--- src/kdta_pkg.sv ---
// shared types, constants and key map for the keypad scanner
`default_nettype none
package kdta_pkg;

    localparam int NUM_KEYS         = 16;
    localparam int KEY_W            = $clog2(NUM_KEYS);
    localparam int RUN_W            = 2;
    localparam int SLOT_W           = 5;
    localparam int BUFFER_DEPTH_DEF = 20;

    localparam logic [RUN_W-1:0] RUN_MAX = 2'd3;

    localparam logic OP_SCAN  = 1'b0;
    localparam logic OP_CLEAR = 1'b1;

    typedef struct packed {
        logic                opcode;
        logic [NUM_KEYS-1:0] raw_keys;
    } t_in_item;

    typedef struct packed {
        logic [7:0]        key_char;
        logic [SLOT_W-1:0] slot;
        logic              dropped;
        logic              last;
    } t_out_item;

    // one key result per cycle from the debounce pass to the emitter
    typedef struct packed {
        logic valid;
        logic fresh;
    } t_deb_bit;

    function automatic logic [7:0] key_ascii(input logic [KEY_W-1:0] idx);
        logic [7:0] ch;
        unique case (idx)
            4'd0:    ch = 8'h41; // A
            4'd1:    ch = 8'h42; // B
            4'd2:    ch = 8'h43; // C
            4'd3:    ch = 8'h44; // D
            4'd4:    ch = 8'h33; // 3
            4'd5:    ch = 8'h36; // 6
            4'd6:    ch = 8'h39; // 9
            4'd7:    ch = 8'h23; // #
            4'd8:    ch = 8'h32; // 2
            4'd9:    ch = 8'h35; // 5
            4'd10:   ch = 8'h38; // 8
            4'd11:   ch = 8'h30; // 0
            4'd12:   ch = 8'h31; // 1
            4'd13:   ch = 8'h34; // 4
            4'd14:   ch = 8'h37; // 7
            default: ch = 8'h2A; // *
        endcase
        return ch;
    endfunction

endpackage
`default_nettype wire

--- src/kdta_debounce.sv ---
// serial debounce pass: one key per cycle through rotating press counts
`default_nettype none
module kdta_debounce (
    input  wire logic                     i_clk,
    input  wire logic                     i_rst_n,
    input  wire logic                     i_start,
    input  wire logic [kdta_pkg::NUM_KEYS-1:0] i_pressed,
    output kdta_pkg::t_deb_bit            o_bit,
    output logic                          o_busy
);
    import kdta_pkg::*;

    logic [RUN_W-1:0]    r_run [NUM_KEYS];
    logic [NUM_KEYS-1:0] r_held;
    logic [NUM_KEYS-1:0] r_press;
    logic [KEY_W-1:0]    r_cnt;
    logic                r_busy;

    logic [RUN_W-1:0] n_run;
    logic             clicked;

    always_comb begin
        if (!r_press[0]) begin
            n_run = '0;
        end else if (r_run[0] == RUN_MAX) begin
            n_run = RUN_MAX;
        end else begin
            n_run = RUN_W'(r_run[0] + 1'b1);
        end
    end

    // held once the count passes one
    assign clicked = n_run[RUN_W-1];

    assign o_bit.valid = r_busy;
    assign o_bit.fresh = clicked & ~r_held[0];
    assign o_busy      = r_busy;

    always_ff @(posedge i_clk) begin
        if (!i_rst_n) begin
            r_busy <= 1'b0;
            r_cnt  <= '0;
            r_held <= '0;
            for (int i = 0; i < NUM_KEYS; i++) begin
                r_run[i] <= '0;
            end
        end else if (i_start) begin
            r_busy <= 1'b1;
            r_cnt  <= '0;
        end else if (r_busy) begin
            // key 0 sits at the head, updated value rejoins at the tail
            for (int i = 0; i < NUM_KEYS - 1; i++) begin
                r_run[i] <= r_run[i+1];
            end
            r_run[NUM_KEYS-1] <= n_run;
            r_held            <= {clicked, r_held[NUM_KEYS-1:1]};
            r_cnt             <= KEY_W'(r_cnt + 1'b1);
            if (r_cnt == KEY_W'(NUM_KEYS - 1)) begin
                r_busy <= 1'b0;
            end
        end
    end

    always_ff @(posedge i_clk) begin
        if (i_start) begin
            r_press <= i_pressed;
        end else if (r_busy) begin
            r_press <= {1'b0, r_press[NUM_KEYS-1:1]};
        end
    end

endmodule
`default_nettype wire

--- src/kdta_emit.sv ---
// collects new-key flags, walks them and emits characters with buffer slots
`default_nettype none
module kdta_emit #(
    parameter int BUFFER_DEPTH = kdta_pkg::BUFFER_DEPTH_DEF
) (
    input  wire logic                i_clk,
    input  wire logic                i_rst_n,
    input  wire kdta_pkg::t_deb_bit  i_bit,
    input  wire logic                i_clear,
    output logic                     o_busy,
    output logic                     o_out_valid,
    input  wire logic                i_out_ready,
    output kdta_pkg::t_out_item      o_out_item
);
    import kdta_pkg::*;

    localparam int FILL_W = $clog2(BUFFER_DEPTH + 1);

    typedef enum logic {
        E_COLLECT,
        E_EMIT
    } t_emit_state;

    t_emit_state         r_state,     n_state;
    logic [NUM_KEYS-1:0] r_fresh,     n_fresh;
    logic [KEY_W-1:0]    r_key,       n_key;
    logic [FILL_W-1:0]   r_fill,      n_fill;
    logic                r_out_valid, n_out_valid;
    t_out_item           r_out,       n_out;

    logic can_load;

    assign can_load = ~r_out_valid | i_out_ready;

    always_comb begin
        n_state     = r_state;
        n_fresh     = r_fresh;
        n_key       = r_key;
        n_fill      = r_fill;
        n_out_valid = r_out_valid;
        n_out       = r_out;
        if (r_out_valid && i_out_ready) begin
            n_out_valid = 1'b0;
        end
        if (i_clear) begin
            n_fill = '0;
        end
        unique case (r_state)
            E_COLLECT: begin
                if (i_bit.valid) begin
                    n_fresh = {i_bit.fresh, r_fresh[NUM_KEYS-1:1]};
                    if (r_key == KEY_W'(NUM_KEYS - 1)) begin
                        n_state = E_EMIT;
                        n_key   = '0;
                    end else begin
                        n_key = KEY_W'(r_key + 1'b1);
                    end
                end
            end
            E_EMIT: begin
                if (r_fresh == '0) begin
                    n_state = E_COLLECT;
                    n_key   = '0;
                end else if (!r_fresh[0] || can_load) begin
                    n_fresh = {1'b0, r_fresh[NUM_KEYS-1:1]};
                    n_key   = KEY_W'(r_key + 1'b1);
                    if (r_fresh[0]) begin
                        n_out_valid    = 1'b1;
                        n_out.key_char = key_ascii(r_key);
                        n_out.last     = (r_fresh[NUM_KEYS-1:1] == '0);
                        if (r_fill < FILL_W'(BUFFER_DEPTH)) begin
                            n_out.slot    = SLOT_W'(r_fill);
                            n_out.dropped = 1'b0;
                            n_fill        = FILL_W'(r_fill + 1'b1);
                        end else begin
                            n_out.slot    = '0;
                            n_out.dropped = 1'b1;
                        end
                    end
                end
            end
        endcase
    end

    always_ff @(posedge i_clk) begin
        if (!i_rst_n) begin
            r_state     <= E_COLLECT;
            r_key       <= '0;
            r_fill      <= '0;
            r_out_valid <= 1'b0;
        end else begin
            r_state     <= n_state;
            r_key       <= n_key;
            r_fill      <= n_fill;
            r_out_valid <= n_out_valid;
        end
        r_fresh <= n_fresh;
        r_out   <= n_out;
    end

    assign o_busy      = (r_state == E_EMIT);
    assign o_out_valid = r_out_valid;
    assign o_out_item  = r_out;

endmodule
`default_nettype wire

--- src/keypad_debounce_to_ascii_unit.sv ---
// 4x4 keypad scanner: debounce, new-key detection, ascii mapping, buffer slots
//
// input channel i_in_valid / o_in_ready carries one item: opcode and raw_keys.
// a scan item (active-low key bits, column 0 in the top nibble) first runs a
// debounce pass that updates one key per cycle from a rotating line of press
// counts. a second pass then walks the new-key flags one key index per cycle
// while the output register can take a character, and loads each character
// into the output register. a scan item occupies the block through both
// passes, until the serial key walk is past the highest new key. a clear item
// emits nothing.
// output channel o_out_valid / i_out_ready: one item per character, last set on
// the final one of a scan. the output register lets the next item be accepted
// while a result waits; a stalled receiver holds the key walk at the next new
// key until the register frees.
// reset clears press counts, held keys, buffer fill and the output valid flag.
`default_nettype none
module keypad_debounce_to_ascii_unit #(
    parameter int BUFFER_DEPTH = kdta_pkg::BUFFER_DEPTH_DEF
) (
    input  wire logic                i_clk,
    input  wire logic                i_rst_n,
    input  wire logic                i_in_valid,
    output logic                     o_in_ready,
    input  wire kdta_pkg::t_in_item  i_in_item,
    output logic                     o_out_valid,
    input  wire logic                i_out_ready,
    output kdta_pkg::t_out_item      o_out_item
);
    import kdta_pkg::*;

    logic     in_accept;
    logic     scan_start;
    logic     clear_req;
    logic     deb_busy;
    logic     emit_busy;
    t_deb_bit deb_bit;

    assign o_in_ready = ~deb_busy & ~emit_busy;
    assign in_accept  = i_in_valid & o_in_ready;
    assign scan_start = in_accept & (i_in_item.opcode == OP_SCAN);
    assign clear_req  = in_accept & (i_in_item.opcode == OP_CLEAR);

    kdta_debounce u_debounce (
        .i_clk     (i_clk),
        .i_rst_n   (i_rst_n),
        .i_start   (scan_start),
        .i_pressed (~i_in_item.raw_keys),
        .o_bit     (deb_bit),
        .o_busy    (deb_busy)
    );

    kdta_emit #(
        .BUFFER_DEPTH (BUFFER_DEPTH)
    ) u_emit (
        .i_clk       (i_clk),
        .i_rst_n     (i_rst_n),
        .i_bit       (deb_bit),
        .i_clear     (clear_req),
        .o_busy      (emit_busy),
        .o_out_valid (o_out_valid),
        .i_out_ready (i_out_ready),
        .o_out_item  (o_out_item)
    );

`ifndef SYNTH
    a_scan_starts_pass: assert property (@(posedge i_clk) disable iff (!i_rst_n)
        scan_start |=> deb_busy)
        else $error("accepted scan did not start the debounce pass");

    a_passes_exclusive: assert property (@(posedge i_clk) disable iff (!i_rst_n)
        !(deb_busy && emit_busy))
        else $error("debounce pass and key walk overlap");

    a_dropped_slot_zero: assert property (@(posedge i_clk) disable iff (!i_rst_n)
        (o_out_valid && o_out_item.dropped) |-> (o_out_item.slot == '0))
        else $error("dropped character carries a nonzero slot");
`endif

endmodule
`default_nettype wire

--- config.mk ---
export PLATFORM = sky130hd
export DESIGN_NAME = keypad_debounce_to_ascii_unit
export DESIGN_NICKNAME = d
export VERILOG_FILES = /design/src/kdta_pkg.sv /design/src/kdta_debounce.sv /design/src/kdta_emit.sv /design/src/keypad_debounce_to_ascii_unit.sv
export SDC_FILE = /design/constraint.sdc
export NUM_CORES = 1
export LEC_CHECK = 0
export ABC_AREA = 1
export BUFFER_PORTS_ARGS = -buffer_cell sky130_fd_sc_hd__buf_2
export CAP_MARGIN = 15
export CORE_MARGIN = 3
export CORE_UTILIZATION = 30
export CTS_CLUSTER_SIZE = 24
export DETAILED_ROUTE_END_ITERATION = 7
export PLACE_DENSITY_LB_ADDON = 0.15
export SLEW_MARGIN = 40
export SYNTH_ARGS = -nofsm -noshare
export SYNTH_HDL_FRONTEND = slang
export SYNTH_SLANG_ARGS = --single-unit
--- constraint.sdc ---
create_clock -name i_clk -period 4.7 [get_ports i_clk]
set_input_delay 0 -clock i_clk [delete_from_list [all_inputs] [get_ports i_clk]]
set_output_delay 0 -clock i_clk [all_outputs]
set_load 0.1 [all_outputs]
==> metrics.txt <==
outcome=finished, final reports clean; yosys warns=0; Critical Path Source Type=register; htree depth=3; worst-margin pin slew=679 ps; vias=2,729; pwr/cell area=373 nW/um^2; fin crit share=0.445; via count of the first global-routing pass=2,610; Fin Clk Skew=roughly 7.2 ps; Syn Inst Count=396; routability cong.=roughly 0.79; # rows=44; CP Data Arrival Time=2070 ps; antenna fix cells=0; Max Root-Sink Buffers=2; grt total ovfl=0; die area=between 15,000 and 20,000 um^2; Initial Util=0.307; IO Port Bufs=36; top-level port count=38; Final Max Slew Viols=0; RSZ-0062 raised after global routing=no; syn nets=426; number of flops mapped to enable cells by yosys=78; Worst R2R Setup Slack=2610 ps; post-synthesis async set-or-reset flop share=0; setup_tns=0 ps; R2R depth=3; crit path time final=2090 ps; Via density=4.29; end point of the critical path=u_debounce.r_press[0]; Tot GR Track Use=0.0961; Post-DRT Antenna Nets=0; Final setup viols=0; metal3 WL=243 um; hold_ws=119 ps; Root Buffer=clkbuf_16; Worst-path clk slew=70 ps; fin nets=478; DR WL/cell=~12 um; top routing layer in use=met4; Critical Path End Type=register; share of cells above drive strength 1=0.173; clk sinks=110; Slew headroom=0.546; DRC viols=0; First DRT Iteration DRCs=163; FF-to-FF End=u_debounce.r_press[0]; CTS buffer count=9; worst-path fanout max=34; worst reg2reg path startpoint=u_debounce.o_busy; post-DP HPWL=4730 um; leading register cell type out of synthesis=edfxtp_1; Crit Path Category=reg -> reg; Clk Latency, worst-skew pair=350 ps; synth unique cells=32; Worst Hold Class=in -> reg; Placement Setup Slack=2550 ps; Setup Buffers After CTS=0; Vert. Die Dim=~130 um; Post-Syn Area per Cell=11.3 um^2; #FFs+latches synth=110; wl on met1=3780 um; Detail Route met2 WL=around 3000 um; post-route setup slack=between 2000 and 3000 ps; Mapped Area=4480 um^2; core area=around 15,000 um^2; Area Overhead vs Synth=16.9%; chip width=128 um; initial antenna violation count=0; max_cap viols=0; largest net degree at the start of global routing=48; crit path launch=u_debounce.o_busy; Max Freq=0.478 GHz; sequential share of the synthesized area=0.666; final core utilization=0.359; DRT Pass-1 Iters=4; Final Hold Vio Count=0; Post-Route WL=roughly 7400 um; Peak VDD IR=0.143 mV; first-pass GRT wire length=approximately 12,000 um; total power=1.95 mW; Leak=2.01 nW; CTS tree=built; Critical Path RT=4680 ps
[where the power goes]
| part | internal, mW | total, mW | switching, mW |
|---|---|---|---|
| clock | 0.356 | 0.700 | 0.345 |
| sequential | 1.09 | 1.11 | 0.0214 |
| combinational | 0.0474 | 0.135 | 0.0872 |
| total | 1.50 | 1.95 | 0.453 |
[cell families after synthesis]
logic type      after synthesis  share of synthesized area
simple gates                126                      0.123
flops                       110                      0.666
buf+inv                      81                     0.0797
compound gates               66                     0.0993
fa+ha+maj                     9                     0.0252
xor+xnor                      3                    0.00587
other cells                   1                   0.000838
[stage by stage]
step	instances	cell area [um^2]
2_1_floorplan	396	4480
3_3_place_gp	604	4790
3_5_place_dp	604	4800
4_1_cts	636	5230
5_1_grt	636	5230
6_report	636	5230
[how the worst min path moves through the flow]
stage | slack, ps | to | cells after the start | start
3_5_place_dp | 280 | u_debounce.r_press[15] | 2 | i_in_item[15]
2_1_floorplan | 190 | u_debounce.r_press[15] | 1 | i_in_item[15]
5_1_grt | 160 | u_emit.r_key[1] | 3 | i_rst_n
3_3_place_gp | 280 | u_debounce.r_press[15] | 2 | i_in_item[15]
4_1_cts | 120 | u_emit.r_key[2] | 3 | i_rst_n
6_report | 120 | u_emit.r_key[2] | 3 | i_rst_n
[metal layers]
| metal | global-route usage | vias to the layer above |
|---|---|---|
| met4 | 0.0749 | 0 |
| met1 | 0.124 | 1247 |
| met3 | 0.0213 | 18 |
| met5 | 0 | - |
| met2 | 0.138 | 47 |
| li1 | - | 1417 |
[worst max-delay path, cell delays in order (launching register included)]
cell	delay (ps)
dfxtp_1	440
nor2_4	220
nand3b_4	380
nand2_1	680
[repair_timing]
item                                   CTS  global route
resized for setup                        0             0
hold buffers                            17             0
endpoints found under the hold margin   17             0
[sequential cells by signal, summed over array words and instances, names as in the netlist]
register            cells
u_debounce.o_busy       1
u_emit.o_busy           1
u_emit.r_fresh         16
u_emit.r_key            4
u_debounce.r_press     16
u_emit.o_out_valid      1
u_emit.o_out_item      14
u_debounce.r_cnt        4
u_debounce.r_held      16
u_debounce.r_run       32
u_emit.r_fill           5
[cell type report]
class                           count  area (um^2)
Fill cell                        1425         9360
Sequential cell                   110         2980
Multi-Input combinational cell    205         1140
Timing Repair Buffer               54          358
Inverter                           68          255
Tap cell                          184          230
Clock buffer                        9          225
Clock inverter                      6         38.8
[layout by cell type (no fill, tap or decap), drive strengths merged]
cell,netlist,layout
inv,68,69
clkinv,0,3
a31oi,1,1
xor2,1,1
nand3b,1,1
o221ai,3,3
nor4,1,1
nor3,2,2
edfxtp,78,78
dlygate4sd3,0,17
nand4,2,2
o21ai,28,28
o22ai,16,16
xnor2,2,2
nor2,48,48
a211oi,1,1
a21oi,17,17
buf,12,37
conb,1,1
nand3,11,11
clkbuf,1,9
clkinvlp,0,2
ha,9,9
nor3b,1,1
nand2,60,60
dfxtp,32,32
[synthesized netlist by cell type (2+ instances only)]
library cell	count	area, um^2
edfxtp_1	78	2340
inv_1	68	255
nand2_1	56	210
nor2_1	47	176
dfxtp_1	32	641
o21ai_2	16	140
o22ai_1	16	100
a21oi_1	14	70.1
o21ai_0	12	60.1
nand3_1	11	55.1
ha_1	9	113
buf_2	5	25.0
buf_6	5	56.3
o221ai_1	3	26.3
a21oi_2	2	17.5
buf_4	2	15.0
nand2_2	2	12.5
nand2_4	2	22.5
nand4_1	2	12.5
xnor2_1	2	17.5
Note: power is estimated with default switching activity, not from simulation.
